==> src/hw/rtl/skl_pkg.sv <==
package skl_pkg;

    // Field positions inside the security constant
    localparam int unsigned SelHiBit  = 11;
    localparam int unsigned SelLoBit  = 21;
    localparam int unsigned Sb1Lsb    = 2;
    localparam int unsigned Sb2Lsb    = 23;
    localparam int unsigned Sb3Lsb    = 13;
    localparam int unsigned SwapBit   = 0;

    localparam logic [7:0] Sb2Flip = 8'hA5;
    localparam logic [7:0] Sb3Flip = 8'h5A;

    // Feedback taps of the shift register
    localparam int unsigned TapA = 30;
    localparam int unsigned TapB = 24;
    localparam int unsigned TapC = 12;
    localparam int unsigned TapD = 2;

    localparam logic [1:0] SelByte3 = 2'd0;
    localparam logic [1:0] SelByte2 = 2'd1;
    localparam logic [1:0] SelByte1 = 2'd2;

    typedef enum logic [1:0] {
        SKL_IDLE,
        SKL_RUN,
        SKL_HOLD
    } skl_state_t;

    typedef struct packed {
        logic busy;
        logic done;
    } skl_status_t;

    function automatic logic [7:0] pass_count(input logic [31:0] seed,
                                              input logic [31:0] sc);
        logic [1:0] sel;
        logic [7:0] b;
        logic [7:0] sb1;
        logic [7:0] sb2;
        logic [7:0] sb3;
        sel = {sc[SelHiBit], sc[SelLoBit]};
        case (sel)
            SelByte3: b = seed[31:24];
            SelByte2: b = seed[23:16];
            SelByte1: b = seed[15:8];
            default:  b = seed[7:0];
        endcase
        sb1 = sc[Sb1Lsb +: 8];
        sb2 = sc[Sb2Lsb +: 8] ^ Sb2Flip;
        sb3 = sc[Sb3Lsb +: 8] ^ Sb3Flip;
        // sum wraps at 8 bits
        return ((b ^ sb1) & sb2) + sb3;
    endfunction

    function automatic logic [31:0] lfsr_step(input logic [31:0] s);
        return {s[30:0], s[TapA] ^ s[TapB] ^ s[TapC] ^ s[TapD]};
    endfunction

    function automatic logic [31:0] finish_key(input logic [31:0] s,
                                               input logic [31:0] sc);
        logic [31:0] r;
        r = sc[SwapBit] ? {s[15:8], s[31:24], s[7:0], s[23:16]} : s;
        return r ^ sc;
    endfunction

endpackage

==> src/hw/rtl/skl_lfsr_core.sv <==
module skl_lfsr_core
    import skl_pkg::*;
(
    input  logic        clk,
    input  logic        rst_n,
    input  logic        start,
    input  logic [31:0] seed,
    input  logic [7:0]  passes,
    input  logic        ack,
    output skl_status_t status,
    output logic [31:0] lfsr
);

    skl_state_t  state_reg, state_next;
    logic [31:0] lfsr_reg, lfsr_next;
    logic [7:0]  cnt_reg, cnt_next;

    always_ff @(posedge clk or negedge rst_n) begin
        if (!rst_n) begin
            state_reg <= SKL_IDLE;
        end
        else begin
            state_reg <= state_next;
        end
    end

    always_ff @(posedge clk) begin
        lfsr_reg <= lfsr_next;
        cnt_reg  <= cnt_next;
    end

    always_comb begin
        state_next = state_reg;
        lfsr_next  = lfsr_reg;
        cnt_next   = cnt_reg;
        case (state_reg)
            SKL_IDLE: begin
                if (start) begin
                    lfsr_next  = seed;
                    cnt_next   = passes;
                    state_next = SKL_RUN;
                end
            end
            SKL_RUN: begin
                // advance one pass per cycle until the count runs out
                if (cnt_reg == 8'd0) begin
                    state_next = SKL_HOLD;
                end
                else begin
                    lfsr_next = lfsr_step(lfsr_reg);
                    cnt_next  = cnt_reg - 8'd1;
                end
            end
            SKL_HOLD: begin
                if (ack) begin
                    state_next = SKL_IDLE;
                end
            end
            default: begin
                state_next = SKL_IDLE;
            end
        endcase
    end

    assign status.busy = (state_reg != SKL_IDLE);
    assign status.done = (state_reg == SKL_HOLD);
    assign lfsr        = lfsr_reg;

    a_load: assert property (@(posedge clk) disable iff (!rst_n)
        (state_reg == SKL_IDLE && start)
        |=> (state_reg == SKL_RUN && cnt_reg == $past(passes) && lfsr_reg == $past(seed)))
        else $error("core did not load the transaction");

    a_count: assert property (@(posedge clk) disable iff (!rst_n)
        (state_reg == SKL_RUN && cnt_reg != 8'd0)
        |=> (state_reg == SKL_RUN && cnt_reg == $past(cnt_reg) - 8'd1))
        else $error("pass count did not advance");

    a_step: assert property (@(posedge clk) disable iff (!rst_n)
        (state_reg == SKL_RUN && cnt_reg != 8'd0)
        |=> (lfsr_reg == lfsr_step($past(lfsr_reg))))
        else $error("shift register missed a pass");

    a_hold: assert property (@(posedge clk) disable iff (!rst_n)
        (state_reg == SKL_HOLD && !ack)
        |=> (state_reg == SKL_HOLD && $stable(lfsr_reg)))
        else $error("finished value lost before hand-off");

endmodule

==> src/hw/rtl/seed_key_lfsr.sv <==
// The accepting edge loads the seed and the pass count P (0..255), taken from the
// seed and the constant; the core runs P LFSR passes, one pass per cycle, and
// holds the result until the output slot is free; then the key is registered.
// The shift register serves one transaction at a time; a key may wait at output.
// Reset (rst_n low, asynchronous): security constant cleared to 0, no key pending,
// sequencer idle.
module seed_key_lfsr
    import skl_pkg::*;
(
    input  logic        clk,
    input  logic        rst_n,
    input  logic        cfg_wr_en,
    input  logic [31:0] cfg_wr_data,
    input  logic        in_valid,
    output logic        in_stall,
    input  logic [31:0] seed,
    output logic        out_valid,
    input  logic        out_stall,
    output logic [31:0] key
);

    logic [31:0] sc_reg;
    logic        out_valid_reg, out_valid_next;
    logic [31:0] key_reg, key_next;
    skl_status_t status;
    logic [31:0] lfsr;
    logic        start;
    logic        ack;

    assign in_stall = status.busy;
    assign start    = in_valid && !status.busy;
    // hand off when the output slot is empty or is being emptied
    assign ack      = status.done && (!out_valid_reg || !out_stall);

    skl_lfsr_core u_core (
        .clk    (clk),
        .rst_n  (rst_n),
        .start  (start),
        .seed   (seed),
        .passes (pass_count(seed, sc_reg)),
        .ack    (ack),
        .status (status),
        .lfsr   (lfsr)
    );

    always_ff @(posedge clk or negedge rst_n) begin
        if (!rst_n) begin
            sc_reg        <= 32'd0;
            out_valid_reg <= 1'b0;
        end
        else begin
            if (cfg_wr_en) begin
                sc_reg <= cfg_wr_data;
            end
            out_valid_reg <= out_valid_next;
        end
    end

    always_ff @(posedge clk) begin
        key_reg <= key_next;
    end

    always_comb begin
        out_valid_next = out_valid_reg;
        key_next       = key_reg;
        if (ack) begin
            out_valid_next = 1'b1;
            key_next       = finish_key(lfsr, sc_reg);
        end
        else if (out_valid_reg && !out_stall) begin
            out_valid_next = 1'b0;
        end
    end

    assign out_valid = out_valid_reg;
    assign key       = key_reg;

endmodule
==> config.mk <==
export PLATFORM = sky130hd
export DESIGN_NAME = seed_key_lfsr
export DESIGN_NICKNAME = d
export VERILOG_FILES = /design/src/hw/rtl/skl_pkg.sv /design/src/hw/rtl/skl_lfsr_core.sv /design/src/hw/rtl/seed_key_lfsr.sv
export SDC_FILE = /design/constraint.sdc
export NUM_CORES = 1
export LEC_CHECK = 0
export BUFFER_PORTS_ARGS = -buffer_cell sky130_fd_sc_hd__buf_4
export CAP_MARGIN = 20
export CORE_MARGIN = 8
export CORE_UTILIZATION = 35
export CTS_BUF_LIST = sky130_fd_sc_hd__clkbuf_4 sky130_fd_sc_hd__clkbuf_8 sky130_fd_sc_hd__clkbuf_16
export CTS_CLUSTER_DIAMETER = 40
export DETAILED_ROUTE_END_ITERATION = 8
export RECOVER_POWER = 100
export SYNTH_ARGS = -nofsm -noshare
export SYNTH_HDL_FRONTEND = slang
export SYNTH_HIERARCHICAL = 1
export SYNTH_SLANG_ARGS = --single-unit
==> constraint.sdc <==
create_clock -name clk -period 4.4 [get_ports clk]
set_input_delay 0.22 -clock clk [delete_from_list [all_inputs] [get_ports clk]]
set_output_delay 0.22 -clock clk [all_outputs]
set_load 0.005 [all_outputs]
### Word level (Yosys, flattened, before mapping)

Index checks and enable logic that the tools add are counted.

* reduce and logical (&&, ||, !) cells: 15
* add/sub/neg operators: 2
* bitwise gates (word level): 8
* mux-type cells: 14
* equal/unequal tests: 8

Operators by type and width (number)
* $mux 32: 3
* $pmux 32 s2: 1
* $xor 32x32->32: 1
* $pmux 8 s3: 1
* $mux 8: 2
* $pmux 8 s2: 1
* $add 8x8->8: 1
* $and 8x8->8: 1
* $logic_not 8->1: 1
* $not 4->4: 2
* $sub 8x1->8 const B: 1
* $xor 8x8->8: 1
* $mux 2: 3
* $pmux 2 s3: 1
* $reduce_and 3->1: 2
* $reduce_bool 2->1: 3
* $eq 2x1->1 const B: 2
* $eq 2x2->1 const B: 2
* $logic_not 2->1: 2
* $ne 2x1->1 const B: 2
* $ne 2x2->1 const B: 2
* $logic_and 1x1->1: 3
* $logic_not 1->1: 3
* $xor 1x1->1: 3
* 2 further kinds: 3

* bits in registers: 107
* logic and storage cells: 53
* output and inout bits: 34
* input bits: 69

### Depth between registers and ports, before layout

* word-level depth: 7
* depth in mapped cells: 13
* mapped depth without buffers: 12

### Hierarchy

Netlist, hierarchy kept.

By module, submodules not included
* seed_key_lfsr: seq. area each 1786.7 um^2, area an instance 3388.2 um^2, cells each 236, times used 1
* skl_lfsr_core: seq. area each 1251.2 um^2, area an instance 1951.9 um^2, cells each 196, times used 1

### Worst setup path after synthesis

OpenSTA, ideal clock, no wires.

* path type: register to register
* start point: reg u_core.state_reg[0]
* end point: reg u_core.cnt_reg[0], enable pin
* path buffers: 0
* stages on the path, launching flop included: 5
* slack: -0.128 ns
* arrival: 4.018 ns
* cell sequence: dfrtp_1 -> or2_2 -> nor2b_1 -> nor2_1 -> a311oi_1

* cells in the longest elaborated chain, start to end: 5
* elaborated cells between the ends (all ways): 9
* classes of those cells: eq/ne (3); reduce/logical (6)

RTL lines
* from (decl): line skl_lfsr_core.sv:14 `skl_state_t state_reg, state_next;`
* from (signal assigned): line skl_lfsr_core.sv:23 `state_reg <= state_next;`
* $reduce_bool 2->1: line skl_lfsr_core.sv:65 `assign status.busy = (state_reg != SKL_IDLE);`
* named net in_stall: line seed_key_lfsr.sv:15 `output logic in_stall,`
* $logic_not 1->1: line seed_key_lfsr.sv:31 `assign start = in_valid && !status.busy;`
* $logic_and 1x1->1: line seed_key_lfsr.sv:31
* named net start: line seed_key_lfsr.sv:27 `logic start;`
* $ne 2x2->1 (no source line)
* $reduce_and 3->1 (no source line)
* to (signal assigned): line skl_lfsr_core.sv:29 `cnt_reg <= cnt_next;`
* to (decl): line skl_lfsr_core.sv:16 `logic [7:0] cnt_reg, cnt_next;`

The timed path passes the listed nets, and every way through them passes these cells.
A chain may end at the register's enable or synchronous reset.

### Worst setup path in the final report

* start point: reg u_core.state_reg[0]
* end point: reg u_core.lfsr_reg[6], in the netlist u_core/lfsr[6], enable pin

* cells in the longest elaborated chain, start to end: 5
* elaborated cells between the ends (all ways): 9
* classes of those cells: eq/ne (3); reduce/logical (6)

RTL lines
* $reduce_bool 2->1: line skl_lfsr_core.sv:65
* $logic_not 1->1: line seed_key_lfsr.sv:31
* $logic_and 1x1->1: line seed_key_lfsr.sv:31
* named net start: line seed_key_lfsr.sv:27
* $ne 2x2->1 (no source line)
* $reduce_and 3->1 (no source line)
* to (signal assigned): line skl_lfsr_core.sv:28 `lfsr_reg <= lfsr_next;`
* to (decl): line skl_lfsr_core.sv:15 `logic [31:0] lfsr_reg, lfsr_next;`

The timed path passes the listed nets, and every way through them passes these cells.

==> reports/qor.yml <==
status: "finished with violations"
failed_checks: "capacitance limit, slew limit"
synth_edf_count: 72
grt-ovfl-total: 0
drive_above_1_share_pct: 25.9
n_antenna_cell: 0
area_growth_pct: 23.2
grt_pass1_wl_um: 21700
grt_setup_unrepaired: "no"
drc: 0
ys_types: 39
drv_cap: 6
cp-start-kind: "flop"
crit_type: "reg -> reg"
cp_max_fo: 40
reg2reg_depth: 5
core_um2: 15000
ant_nets: 0
portBuffers: 102
fin_nets: 610
cts-buffers-inserted: 9
syn_nets: 511
fin_skew_ns: 0.0122
hold_viol_final: 0
setup_ws_ns: 0.916
synth.avg_cell_area_um2: 12.4
synth_cells: 432
required_ns: 4.33
min_from: "out_stall"
dp_slack_ns: 1.09
worst_slew_pin_slew_ns: 2.34
syn_area_um2: 5340
clk_pin_slew_ns: 0.07
clk_path_buf_depth: 2
ys_warn_count: 6
cts_tree: "built"
ys.flop_type: "edfxtp_1"
r2r_setup_slack_ns: 0.92
placed_cells: 707
p_leak_nw: 2.77
dpl.hpwl_um: 10400
timing.fmax_mhz: 287
cts-root-buf: "clkbuf_16"
grt_antenna_before_repair: 0
whs_endpoint: "out_valid"
fin_crit_sh_pct: 79.2
yosysSeqAreaShare_pct: 56.9
first_pass_iters: 5
wl_per_cell_um: 19.4
arrival_ns: 3.41
die_x_um: 140
die_h_um: 140
cp-end-kind: "flop"
hold_class: "in -> reg"
gp_congestion: 0.854
grt_pass1_vias: 3757
synth_seq_cells: 107
tns_ns: 0
cts.sinks: 107
synthArstFlopShare_pct: 32.7
multiInputGateArea_um2: 2200
row_count: 45
r2r-end: "u_core/lfsr[6]"
holdPathStages: 2
grt_max_degree: 42
irDropWorstVdd_mv: 0.251
synth.area.top_cells: "edfxtp_1 40%, dfrtp_1 16%, xnor2_1 7.4%"
relSlewSlack_pct: -56.1
drv_slew: 224
die_area_um2: 19500
start_util_pct: 35.5
drt_iter0_markers: 260
finalCriticalPeriod_ns: 3.48
viasPerCell: 4.99
final-seq-area_um2: 3040
fillers: 1428
p_per_area_nw_per_um2: 577
layout.cells.non_filler: 724
yosysTopAreaCell: "edfxtp_1"
synth.top_cell.area_share_pct: 40.5
r2r-start: "u_core/state_reg[0]"
grt_use_total_pct: 14.7
setup_viol: 0
io_pins: 103
clock_latency_ns: 0.36
htree_levels: 3
via_count: 3615
routed_wl_um: 14100
[cell families (layout without fill, tap and decap cells)]
| group | after synthesis | in the layout | synth area share [%] |
|---|---|---|---|
| multiplexers | 68 | 68 | 15.8 |
| buffers and inverters | 28 | 132 | 2.23 |
| XOR/XNOR | 51 | 51 | 8.36 |
| AO/OA/AOI/OAI | 30 | 30 | 3.44 |
| flip-flops | 107 | 107 | 56.9 |
| AND/OR/NAND/NOR | 138 | 138 | 10.8 |
| adder cells (fa/ha/maj) | 10 | 10 | 2.48 |
[cells in the mapped netlist (2+ instances only)]
cell / instances
inv_1: 9
buf_2: 4
edfxtp_1: 72
a21o_1: 3
and2_1: 4
a311oi_1: 2
nand2b_1: 4
a21oi_1: 3
ha_1: 9
mux2i_1: 32
xnor2_1: 45
xor2_1: 6
nand2_1: 102
nor2_1: 13
or4_1: 2
nor3_1: 2
o21ai_0: 13
nor2b_1: 2
or3_1: 3
mux4_1: 7
dfrtp_1: 35
nor3b_1: 2
mux2_2: 28
a31oi_1: 4
clkbuf_1: 12
[metrics by stage]
step	instance area (µm²)	hold WS [ns]	utilization (%)	total power [mW]
2_1_floorplan	5350	-0.0756	-	2.55
3_3_place_gp	6320	0.237	42.0	2.91
3_5_place_dp	6320	0.254	42.0	2.95
4_1_cts	6640	0.0685	44.2	3.82
5_1_grt	6580	0.0719	43.8	4.02
6_report	6580	0.0709	43.8	3.79
[what timing repair did]
action                                 in CTS  in global routing
buffers inserted                            0                  0
hold buffers                                1                  0
endpoints found under the hold margin      35                  0
resized for setup                           0                  0
[critical path: stages, from the launching register on]
cell      delay (ns)
dfrtp_1         0.46
or2_2           0.35
nor2b_1         0.15
nor2_1          0.11
a311oi_4        0.26
clkbuf_1        1.68
[worst max-delay path by stage]
stage                         from  slack [ns]                  end  cells after the start
2_1_floorplan  u_core/state_reg[0]        0.78  u_core/state_reg[1]                      4
3_3_place_gp            sc_reg[21]        1.16    u_core/cnt_reg[7]                     11
3_5_place_dp            sc_reg[21]        1.09    u_core/cnt_reg[7]                     11
4_1_cts                 sc_reg[21]        1.06    u_core/cnt_reg[7]                     11
5_1_grt        u_core/state_reg[0]        0.76      u_core/lfsr[21]                      5
6_report       u_core/state_reg[0]        0.92       u_core/lfsr[6]                      5
[routing by layer]
| layer | track usage [%] | up-vias | share of wire (%) |
|---|---|---|---|
| li1 | - | 1713 | - |
| met1 | 18.3 | 1768 | 44 |
| met2 | 24.3 | 119 | 49 |
| met3 | 4.10 | 15 | 5.6 |
| met4 | 4.27 | 0 | 1.7 |
| met5 | 0 | - | 0 |
[area by class of cell]
type                            count  area share, %
Clock inverter                      6           1.22
Timing Repair Buffer              107           11.5
Inverter                            9          0.514
Multi-Input combinational cell    297           33.5
Sequential cell                   107           46.2
Tap cell                          188           3.58
Clock buffer                       10           3.54
[layout by cell type, fill, tap and decap left out, types with 2 or more instances in the layout]
cell,synthesis,routed
or4_1,2,2
nor3b_1,2,2
ha_1,9,9
bufinv_16,0,2
mux2_2,28,28
xnor2_1,45,45
clkbuf_16,0,9
mux2i_1,32,32
and2_1,4,3
xor2_1,6,6
dfrtp_1,35,35
nor2b_1,2,2
or3_1,3,3
clkbuf_4,0,27
clkbuf_1,12,13
a21oi_1,3,3
nand2b_1,4,4
nor2_1,13,13
buf_4,0,67
o21ai_0,13,13
a31oi_1,4,4
a21o_1,3,3
inv_1,9,9
mux4_1,7,7
clkinv_1,0,2
edfxtp_1,72,72
nor3_1,2,2
nand2_1,102,102
[power by group]
part	internal (mW)	switching [mW]	leakage, nW	total (mW)
logic	0.522	0.627	1.50	1.15
registers	1.52	0.268	1.13	1.79
clock network	0.500	0.359	0.151	0.860
total	2.54	1.25	2.77	3.79
(Power assumes the default switching activity.)
